$ cat src/bpwm_pkg.sv
package bpwm_pkg;

    localparam int CHANNELS = 2;
    localparam int CH_W     = 1;
    localparam int DUTY_W   = 14;
    localparam int PRESC_W  = 16;
    localparam int ERR_W    = 16;
    localparam int CFG_IDX_W  = 3;
    localparam int CFG_DATA_W = 16;

    localparam logic KIND_TICK = 1'b0;
    localparam logic KIND_SET  = 1'b1;

    localparam logic [CFG_IDX_W-1:0] CFG_FULL_CYCLE   = 3'd0;
    localparam logic [CFG_IDX_W-1:0] CFG_PRESCALE     = 3'd1;
    localparam logic [CFG_IDX_W-1:0] CFG_MAIN_INVERT  = 3'd2;
    localparam logic [CFG_IDX_W-1:0] CFG_SEC_INVERT   = 3'd3;
    localparam logic [CFG_IDX_W-1:0] CFG_SEC_ENABLE   = 3'd4;

    localparam logic [DUTY_W-1:0]   FULL_CYCLE_RST = 14'd1000;
    localparam logic [PRESC_W-1:0]  PRESCALE_RST   = 16'd0;
    localparam logic [CHANNELS-1:0] MAIN_INV_RST   = 2'b00;
    localparam logic [CHANNELS-1:0] SEC_INV_RST    = 2'b11;
    localparam logic [CHANNELS-1:0] SEC_EN_RST     = 2'b11;

    typedef struct packed {
        logic              kind;
        logic [CH_W-1:0]   channel;
        logic [DUTY_W-1:0] duty;
    } t_in_word;

    typedef struct packed {
        logic [CHANNELS-1:0] main_levels;
        logic [CHANNELS-1:0] second_levels;
    } t_out_word;

endpackage

$ cat src/bresenham_pwm_multichannel.sv
// A tick word that steps the channels shows its result in the cycle after acceptance.
// Throughput: one word per cycle; the step of all channels is a single registered pass.
// The input is held off only while a result is waiting and the output side is stalled.
// Reset is synchronous and active low: registers take their reset values, every channel
// has its duty pending, and no result is held.
module bresenham_pwm_multichannel (
    input  logic                                i_clk,
    input  logic                                i_rst_n,
    input  logic                                i_in_valid,
    output logic                                o_in_ready,
    input  bpwm_pkg::t_in_word                  i_in_data,
    output logic                                o_out_valid,
    input  logic                                i_out_ready,
    output bpwm_pkg::t_out_word                 o_out_data,
    input  logic                                i_cfg_we,
    input  logic [bpwm_pkg::CFG_IDX_W-1:0]      i_cfg_index,
    input  logic [bpwm_pkg::CFG_DATA_W-1:0]     i_cfg_data
);

    logic [bpwm_pkg::DUTY_W-1:0]   r_full_cycle;
    logic [bpwm_pkg::PRESC_W-1:0]  r_presc_period;
    logic [bpwm_pkg::CHANNELS-1:0] r_main_inv;
    logic [bpwm_pkg::CHANNELS-1:0] r_sec_inv;
    logic [bpwm_pkg::CHANNELS-1:0] r_sec_en;

    logic [bpwm_pkg::PRESC_W-1:0]  r_presc_count;
    logic [bpwm_pkg::ERR_W-1:0]    r_err   [bpwm_pkg::CHANNELS];
    logic [bpwm_pkg::DUTY_W-1:0]   r_cnt   [bpwm_pkg::CHANNELS];
    logic [bpwm_pkg::DUTY_W-1:0]   r_duty  [bpwm_pkg::CHANNELS];
    logic [bpwm_pkg::DUTY_W-1:0]   r_pduty [bpwm_pkg::CHANNELS];
    logic [bpwm_pkg::CHANNELS-1:0] r_pflag;

    logic [bpwm_pkg::ERR_W-1:0]    n_err   [bpwm_pkg::CHANNELS];
    logic [bpwm_pkg::DUTY_W-1:0]   n_cnt   [bpwm_pkg::CHANNELS];
    logic [bpwm_pkg::DUTY_W-1:0]   n_duty  [bpwm_pkg::CHANNELS];
    logic [bpwm_pkg::CHANNELS-1:0] n_levels;

    logic                          r_out_valid;
    bpwm_pkg::t_out_word           r_out_data;

    logic                          accept;
    logic                          is_tick;
    logic                          is_set;
    logic                          do_step;
    logic [bpwm_pkg::ERR_W-1:0]    half_cycle;

    assign o_in_ready  = !r_out_valid || i_out_ready;
    assign accept      = i_in_valid && o_in_ready;
    assign is_tick     = accept && (i_in_data.kind == bpwm_pkg::KIND_TICK);
    assign is_set      = accept && (i_in_data.kind == bpwm_pkg::KIND_SET);
    assign do_step     = is_tick && (r_presc_count == '0);
    assign half_cycle  = {{(bpwm_pkg::ERR_W-bpwm_pkg::DUTY_W){1'b0}}, r_full_cycle >> 1};
    assign o_out_valid = r_out_valid;
    assign o_out_data  = r_out_data;

    // Each channel steps independently: load a pending duty, diffuse the error, wrap the cycle.
    always_comb begin
        logic [bpwm_pkg::DUTY_W-1:0] duty_sel;
        logic [bpwm_pkg::DUTY_W-1:0] duty_clip;
        logic [bpwm_pkg::ERR_W-1:0]  err_base;
        logic [bpwm_pkg::DUTY_W-1:0] cnt_base;
        logic [bpwm_pkg::ERR_W:0]    diff;
        logic [bpwm_pkg::ERR_W-1:0]  err_new;
        logic [bpwm_pkg::DUTY_W-1:0] cnt_new;
        for (int c = 0; c < bpwm_pkg::CHANNELS; c++) begin
            duty_sel  = r_pflag[c] ? r_pduty[c] : r_duty[c];
            err_base  = r_pflag[c] ? half_cycle : r_err[c];
            cnt_base  = r_pflag[c] ? '0 : r_cnt[c];
            duty_clip = (duty_sel < r_full_cycle) ? duty_sel : r_full_cycle;
            diff = {1'b0, err_base}
                 - {{(bpwm_pkg::ERR_W+1-bpwm_pkg::DUTY_W){1'b0}}, duty_clip};
            if (diff[bpwm_pkg::ERR_W]) begin
                err_new = diff[bpwm_pkg::ERR_W-1:0]
                        + {{(bpwm_pkg::ERR_W-bpwm_pkg::DUTY_W){1'b0}}, r_full_cycle};
                n_levels[c] = 1'b1;
            end else begin
                err_new = diff[bpwm_pkg::ERR_W-1:0];
                n_levels[c] = 1'b0;
            end
            cnt_new = cnt_base + 1'b1;
            if (cnt_new >= r_full_cycle) begin
                n_cnt[c] = '0;
                n_err[c] = half_cycle;
            end else begin
                n_cnt[c] = cnt_new;
                n_err[c] = err_new;
            end
            n_duty[c] = duty_sel;
        end
    end

    always_ff @(posedge i_clk) begin
        if (!i_rst_n) begin
            r_full_cycle   <= bpwm_pkg::FULL_CYCLE_RST;
            r_presc_period <= bpwm_pkg::PRESCALE_RST;
            r_main_inv     <= bpwm_pkg::MAIN_INV_RST;
            r_sec_inv      <= bpwm_pkg::SEC_INV_RST;
            r_sec_en       <= bpwm_pkg::SEC_EN_RST;
        end else if (i_cfg_we) begin
            case (i_cfg_index)
                bpwm_pkg::CFG_FULL_CYCLE: begin
                    r_full_cycle <= i_cfg_data[bpwm_pkg::DUTY_W-1:0];
                end
                bpwm_pkg::CFG_PRESCALE: begin
                    r_presc_period <= i_cfg_data[bpwm_pkg::PRESC_W-1:0];
                end
                bpwm_pkg::CFG_MAIN_INVERT: begin
                    r_main_inv <= i_cfg_data[bpwm_pkg::CHANNELS-1:0];
                end
                bpwm_pkg::CFG_SEC_INVERT: begin
                    r_sec_inv <= i_cfg_data[bpwm_pkg::CHANNELS-1:0];
                end
                bpwm_pkg::CFG_SEC_ENABLE: begin
                    r_sec_en <= i_cfg_data[bpwm_pkg::CHANNELS-1:0];
                end
                default: begin
                end
            endcase
        end
    end

    always_ff @(posedge i_clk) begin
        if (!i_rst_n) begin
            r_presc_count <= '0;
            r_pflag       <= '1;
            r_out_valid   <= 1'b0;
            for (int c = 0; c < bpwm_pkg::CHANNELS; c++) begin
                r_err[c]   <= '0;
                r_cnt[c]   <= '0;
                r_duty[c]  <= '0;
                r_pduty[c] <= '0;
            end
        end else begin
            if (is_set) begin
                r_pduty[i_in_data.channel] <= i_in_data.duty;
                r_pflag[i_in_data.channel] <= 1'b1;
            end
            if (is_tick) begin
                if (do_step) begin
                    r_presc_count <= r_presc_period;
                end else begin
                    r_presc_count <= r_presc_count - 1'b1;
                end
            end
            if (do_step) begin
                r_pflag <= '0;
                for (int c = 0; c < bpwm_pkg::CHANNELS; c++) begin
                    r_err[c]  <= n_err[c];
                    r_cnt[c]  <= n_cnt[c];
                    r_duty[c] <= n_duty[c];
                end
                r_out_valid <= 1'b1;
            end else if (i_out_ready) begin
                r_out_valid <= 1'b0;
            end
        end
    end

    always_ff @(posedge i_clk) begin
        if (do_step) begin
            r_out_data.main_levels   <= n_levels ^ r_main_inv;
            r_out_data.second_levels <= (n_levels ^ r_sec_inv) & r_sec_en;
        end
    end

endmodule
$ cat config.mk
export PLATFORM = sky130hd
export DESIGN_NAME = bresenham_pwm_multichannel
export DESIGN_NICKNAME = d
export VERILOG_FILES = /design/src/bpwm_pkg.sv /design/src/bresenham_pwm_multichannel.sv
export SDC_FILE = /design/constraint.sdc
export NUM_CORES = 1
export LEC_CHECK = 0
export CAP_MARGIN = 30
export CORE_ASPECT_RATIO = 1.5
export CORE_MARGIN = 5
export CORE_UTILIZATION = 45
export CTS_CLUSTER_SIZE = 16
export DETAILED_ROUTE_END_ITERATION = 7
export DONT_BUFFER_PORTS = 1
export PLACE_DENSITY = 0.68
export SETUP_SLACK_MARGIN = 0.2
export SLEW_MARGIN = 30
export SYNTH_ARGS = -nofsm -noshare
export SYNTH_HDL_FRONTEND = slang
export SYNTH_SLANG_ARGS = --single-unit
$ cat constraint.sdc
create_clock -name i_clk -period 17.6 [get_ports i_clk]
set_input_delay 0.88 -clock i_clk [delete_from_list [all_inputs] [get_ports i_clk]]
set_output_delay 0.88 -clock i_clk [all_outputs]
set_load 0.05 [all_outputs]
After elaboration in Yosys (flattened, before gate mapping). Memories as Yosys holds them, arrays and structs flattened. Cells that the tools add are included.

Order comparisons: 6. Muxes and demuxes: 39. Reduce and logical (&&, ||, !) cells: 17. Bitwise logic cells: 11. Add/subtract/negate cells: 7. Eq/ne operators: 4.

Operators by type and width (count): $mux 14 (13); $mux 16 (9); $sub 16x14->17 (2); $add 16x14->16 (2); $add 14x1->14 const B (2); $ge 14x14->1 (2); $lt 14x14->1 (2); $logic_not 16->1 (1); $sub 16x1->16 const B (1); $mux 1 (14); $reduce_or 14->1 (1); $reduce_and 2->1 (5); $eq 3x2->1 const B (2); $or 1x1->1 (6); $logic_and 1x1->1 (5); $mux 2 (2); $reduce_bool 2->1 (2); $xor 2x2->2 (2); $eq 3x1->1 const B (1); $eq 3x3->1 const B (1); $logic_not 3->1 (1); $and 2x2->2 (1); $lt 1x2->1 const B (1); $or 2x2->2 (1); other kinds (5) (5).

Output and inout port bits: 6. Flip-flop bits (word level): 59. Bits in writable memories: 116. Input port bits: 40. Memories: 4.

Memory list: r_err (depth 2, width 16, rd ports 2, clocked after Yosys merged registers in 0, wr ports 2, RTL line bresenham_pwm_multichannel.sv:27) `logic [bpwm_pkg::ERR_W-1:0] r_err [bpwm_pkg::CHANNELS];`; r_cnt (depth 2, width 14, rd ports 2, clocked after Yosys merged registers in 0, wr ports 2, RTL line bresenham_pwm_multichannel.sv:28) `logic [bpwm_pkg::DUTY_W-1:0] r_cnt [bpwm_pkg::CHANNELS];`; r_duty (depth 2, width 14, rd ports 2, clocked after Yosys merged registers in 0, wr ports 2, RTL line bresenham_pwm_multichannel.sv:29) `logic [bpwm_pkg::DUTY_W-1:0] r_duty [bpwm_pkg::CHANNELS];`; r_pduty (depth 2, width 14, rd ports 2, clocked after Yosys merged registers in 0, wr ports 2, RTL line bresenham_pwm_multichannel.sv:30) `logic [bpwm_pkg::DUTY_W-1:0] r_pduty [bpwm_pkg::CHANNELS];`.

Logic depth before layout (Yosys ltp).
Word-level depth: 9. Mapped depth: 30.

Worst setup path before layout. OpenSTA, ideal clock, no wires.

Path type: input-to-reg. From: input i_out_ready. To: memory r_cnt[0][0] in the netlist's numbering (enable). Data required time: 16.944 ns. Stages on the path: 6. Path buffers: 2. Library setup time: 0.656 ns. Arrival time: 8.293 ns. Slack: 8.650 ns. Path through: nand2b_1 -> nand2_1 -> or2_2 -> clkbuf_1 -> clkbuf_1 -> o21ai_0.

RTL lines: start: declaration (RTL line bresenham_pwm_multichannel.sv:13) `input logic i_out_ready,`; end: declaration (RTL line bresenham_pwm_multichannel.sv:28).

==> results by group <==
Status
  • Status: completed

Yosys
  • #FFs+latches synth: 175
  • Post-synth net total: 1,470
  • EDFF count, synth: 120
  • Post-Syn Instances: 1,312
  • Avg Cell Area, Syn: 9.621 um^2
  • Cell Area, Synth: 12,620 um^2
  • Most frequent cell after synthesis: edfxtp_1
  • Largest cells by area after synthesis: edfxtp_1 (29%), ha_1 (11%), dfxtp_1 (8.7%)
  • Seq/Total Area, Yosys: 37.27%
  • Synth Warn #: 0
  • Yosys cell types: 70
  • Yosys top cell area share: 28.55%
  • Commonest cells post-synth: edfxtp_1 (120), nand2_1 (116), ha_1 (114), nor2_1 (101), a21oi_1 (86)
  • Main synth FF type: edfxtp_1
  • FFs w/ async S/R, synth: 0%
  • Post-synth top area cell: edfxtp_1

Route
  • Vias: 9,796
  • DR DRC count: 0
  • Routed WL: 32,830 um
  • Routed wire per std cell: 19.85 um
  • ANT nets after route: 0
  • Pre-antenna DRT Iters: 5
  • DRT iter0 DRCs: 466
  • Via density: 5.923

Layout
  • Syn-to-layout area delta: 7.375%
  • Final Non-Filler Cells: 1,654
  • # nets final: 1,449
  • Fill cell count: 2,556
  • Final Cell Area: 13,550 um^2
  • Share of layout cells above drive strength 1: 10.58%

Placed design
  • Hpwl dp: 24,040 um
  • # port buffers: 0
  • Dpl ws: 10.26 ns
  • Placer Congestion: 0.9521
  • Inst Count DP: 1,618
  • Placed instance area: 12,960 um^2

GRT
  • Antenna violations before repair: 2
  • Gr usage total: 20.67%
  • Number of global-route vias before repair: 9,646
  • Largest net degree at the start of global routing: 68
  • Grt ovf: 0
  • First-pass GRT wire length: 51,590 um

Pwr
  • Clock power frac: 14.0%
  • Share of total power in sequential cells: 21.9%
  • VDD IR max: 0.1248 mV
  • Switching Share: 45.74%
  • Comb power frac: 64.1%
  • Switching Power: 1.239 mW
  • P per Cell Area: 199.9 nW/um^2
  • Leakage power: 5.405 nW
  • Cell-internal power: 1.470 mW

Die
  • # rows: 75
  • Ports: 46
  • Die area: 31,570 um^2
  • Core area: 27,870 um^2
  • Initial core utilization: 45.29%
  • Die height: 215.1 um
  • Die Wd: 146.7 um

CTS
  • Resized Gates After CTS: 0
  • Clk_lat worst skew: 0.46 ns
  • Setup bufs post-CTS: 0
  • CTS tree: done
  • CTS max path bufs: 2
  • # hold bufs at CTS: 0
  • H-tree depth: 4
  • Clk slew on worst S/H paths: 0.07 ns
  • Clock Root Buffer: clkbuf_16
  • Clock sinks: 175
  • CTS buffer count: 17

Timing
  • Hold Violations, Final: 0
  • Setup TNS: 0 ns
  • Slew @ Worst Pin: 0.9844 ns
  • Worst slew margin: 34.38%
  • Final setup skew: 0.01333 ns
  • Fin worst setup slack: 10.25 ns
  • Final min period: 7.351 ns
  • Fmax: 136.0 MHz
  • RSZ-0062 raised after global routing: false
  • Fin crit share: 41.77%
  • Setup violations, final: 0
  • Max Slew Vio Count: 0

Worst setup path
  • Setup crit end: r_err[0][29]$_SDFFCE_PP0P_
  • Reg2Reg Setup Slack: 10.25 ns
  • CP Launch Point: r_pflag[1]$_SDFFE_PN1P_
  • Critical Path RT: 17.91 ns
  • R2r worst-path depth: 26
  • Crit end category: flop
  • Worst R2R End: r_err[0][29]$_SDFFCE_PP0P_
  • Crit Path Max Fanout: 39
  • WS Path Type: flop to flop
  • Reg-to-reg startpoint: r_pflag[1]$_SDFFE_PN1P_
  • Worst path arrival time: 7.66 ns
  • Startpoint Class: flop

Job
  • Max_cap viols: 0

Worst hold path
  • HP Class: flop to flop
[power by group through the flow]
stage	clock network [mW]	registers [mW]	logic, mW
CTS	0.384	0.593	1.73
global placement	0	0.599	1.69
floorplan	0	0.594	1.41
detailed placement	0	0.601	1.72
finish	0.380	0.593	1.74
global route	0.404	0.602	1.94
[critical path, cell delays in order, from the launching register on]
cell and delay, ns:
dfxtp_2 0.57, buf_4 0.50, mux2_2 0.42, ha_1 0.30, a21oi_1 0.14, nor2b_1 0.06, o21ai_0 0.15, a21oi_1 0.09
o211a_1 0.20, a211oi_1 0.17, o31a_1 0.81, mux2i_1 0.37, ha_1 0.28, nor2b_1 0.14, o31a_1 0.30, o21a_1 0.18
o21ai_0 0.23, a21boi_0 0.28, ha_1 0.31, nor3_1 0.29, nor3b_1 0.14, nand3_1 0.13, a31oi_1 0.18, or4b_2 0.64
nand4_1 0.11, o21ai_0 0.09, nor2_1 0.11
[layer usage]
| metal | global-route usage [%] | share of wire [%] | up-vias |
|---|---|---|---|
| li1 | - | - | 4754 |
| met2 | 37.51 | 52 | 243 |
| met3 | 3.793 | 4.7 | 87 |
| met1 | 22.23 | 38 | 4712 |
| met5 | 0 | 0 | - |
| met4 | 11.96 | 5.4 | 0 |
[cells by family after synthesis]
group / synth area share, %
XOR/XNOR: 4.927
adder cells (fa/ha/maj): 11.94
AO/OA/AOI/OAI: 15.17
flip-flops: 37.27
buffers and inverters: 2.964
AND/OR/NAND/NOR: 18.66
multiplexers: 9.080
[worst min-delay path by stage]
| stage | from | endpoint | cells past startpoint |
|---|---|---|---|
| 4_1_cts | r_presc_period[12]$_SDFFE_PN0P_ | r_presc_period[12]$_SDFFE_PN0P_ | 2 |
| 2_1_floorplan | r_sec_en[0]$_SDFFE_PN1P_ | r_sec_en[0]$_SDFFE_PN1P_ | 2 |
| 3_5_place_dp | r_presc_period[12]$_SDFFE_PN0P_ | r_presc_period[12]$_SDFFE_PN0P_ | 2 |
| 5_1_grt | r_presc_period[5]$_SDFFE_PN0P_ | r_presc_period[5]$_SDFFE_PN0P_ | 2 |
| 3_3_place_gp | r_sec_en[1]$_SDFFE_PN1P_ | r_sec_en[1]$_SDFFE_PN1P_ | 2 |
| 6_report | r_presc_period[12]$_SDFFE_PN0P_ | r_presc_period[12]$_SDFFE_PN0P_ | 2 |
[flip-flops by register name (all words and copies together) (netlist names)]
name            cells
r_presc_count      16
r_presc_period     16
r_duty             28
r_cnt              28
o_out_valid         1
r_sec_en            2
r_full_cycle       14
r_pflag             2
r_main_inv          2
o_out_data          4
r_pduty            28
r_err              32
r_sec_inv           2
[cells in the final DEF (no fill, tap or decap), types with 29 or more instances in the layout]
cell type,count
mux2_2,52
ha_1,114
nor2b_1,29
edfxtp_1,120
dfxtp_1,53
xnor2_1,44
o21ai_0,64
a21oi_1,86
nor2_1,99
nand2_1,116
a21boi_0,33
and2_1,63
mux2i_1,56
[metrics by stage]
step	hold slack, ns	utilization, %	power (mW)
detailed placement	0.4546	46.51	2.323
floorplan	0.4327	-	2.001
global placement	0.4499	46.50	2.292
CTS	0.4642	48.58	2.709
global route	0.4880	48.63	2.941
finish	0.4582	48.63	2.709
[layout make-up]
| class | count | area, um^2 | share of cell area (%) |
|---|---|---|---|
| Inverter | 29 | 108.9 | 0.8032 |
| Multi-Input combinational cell | 1052 | 7596 | 56.05 |
| Timing Repair Buffer | 16 | 120.1 | 0.8863 |
| Clock buffer | 17 | 425.4 | 3.139 |
| Antenna cell | 4 | 10.01 | 0.07386 |
| Sequential cell | 175 | 4707 | 34.73 |
| Tap cell | 346 | 432.9 | 3.194 |
| Clock inverter | 15 | 152.6 | 1.126 |
No activity file was read; power rests on OpenSTA's default activity.
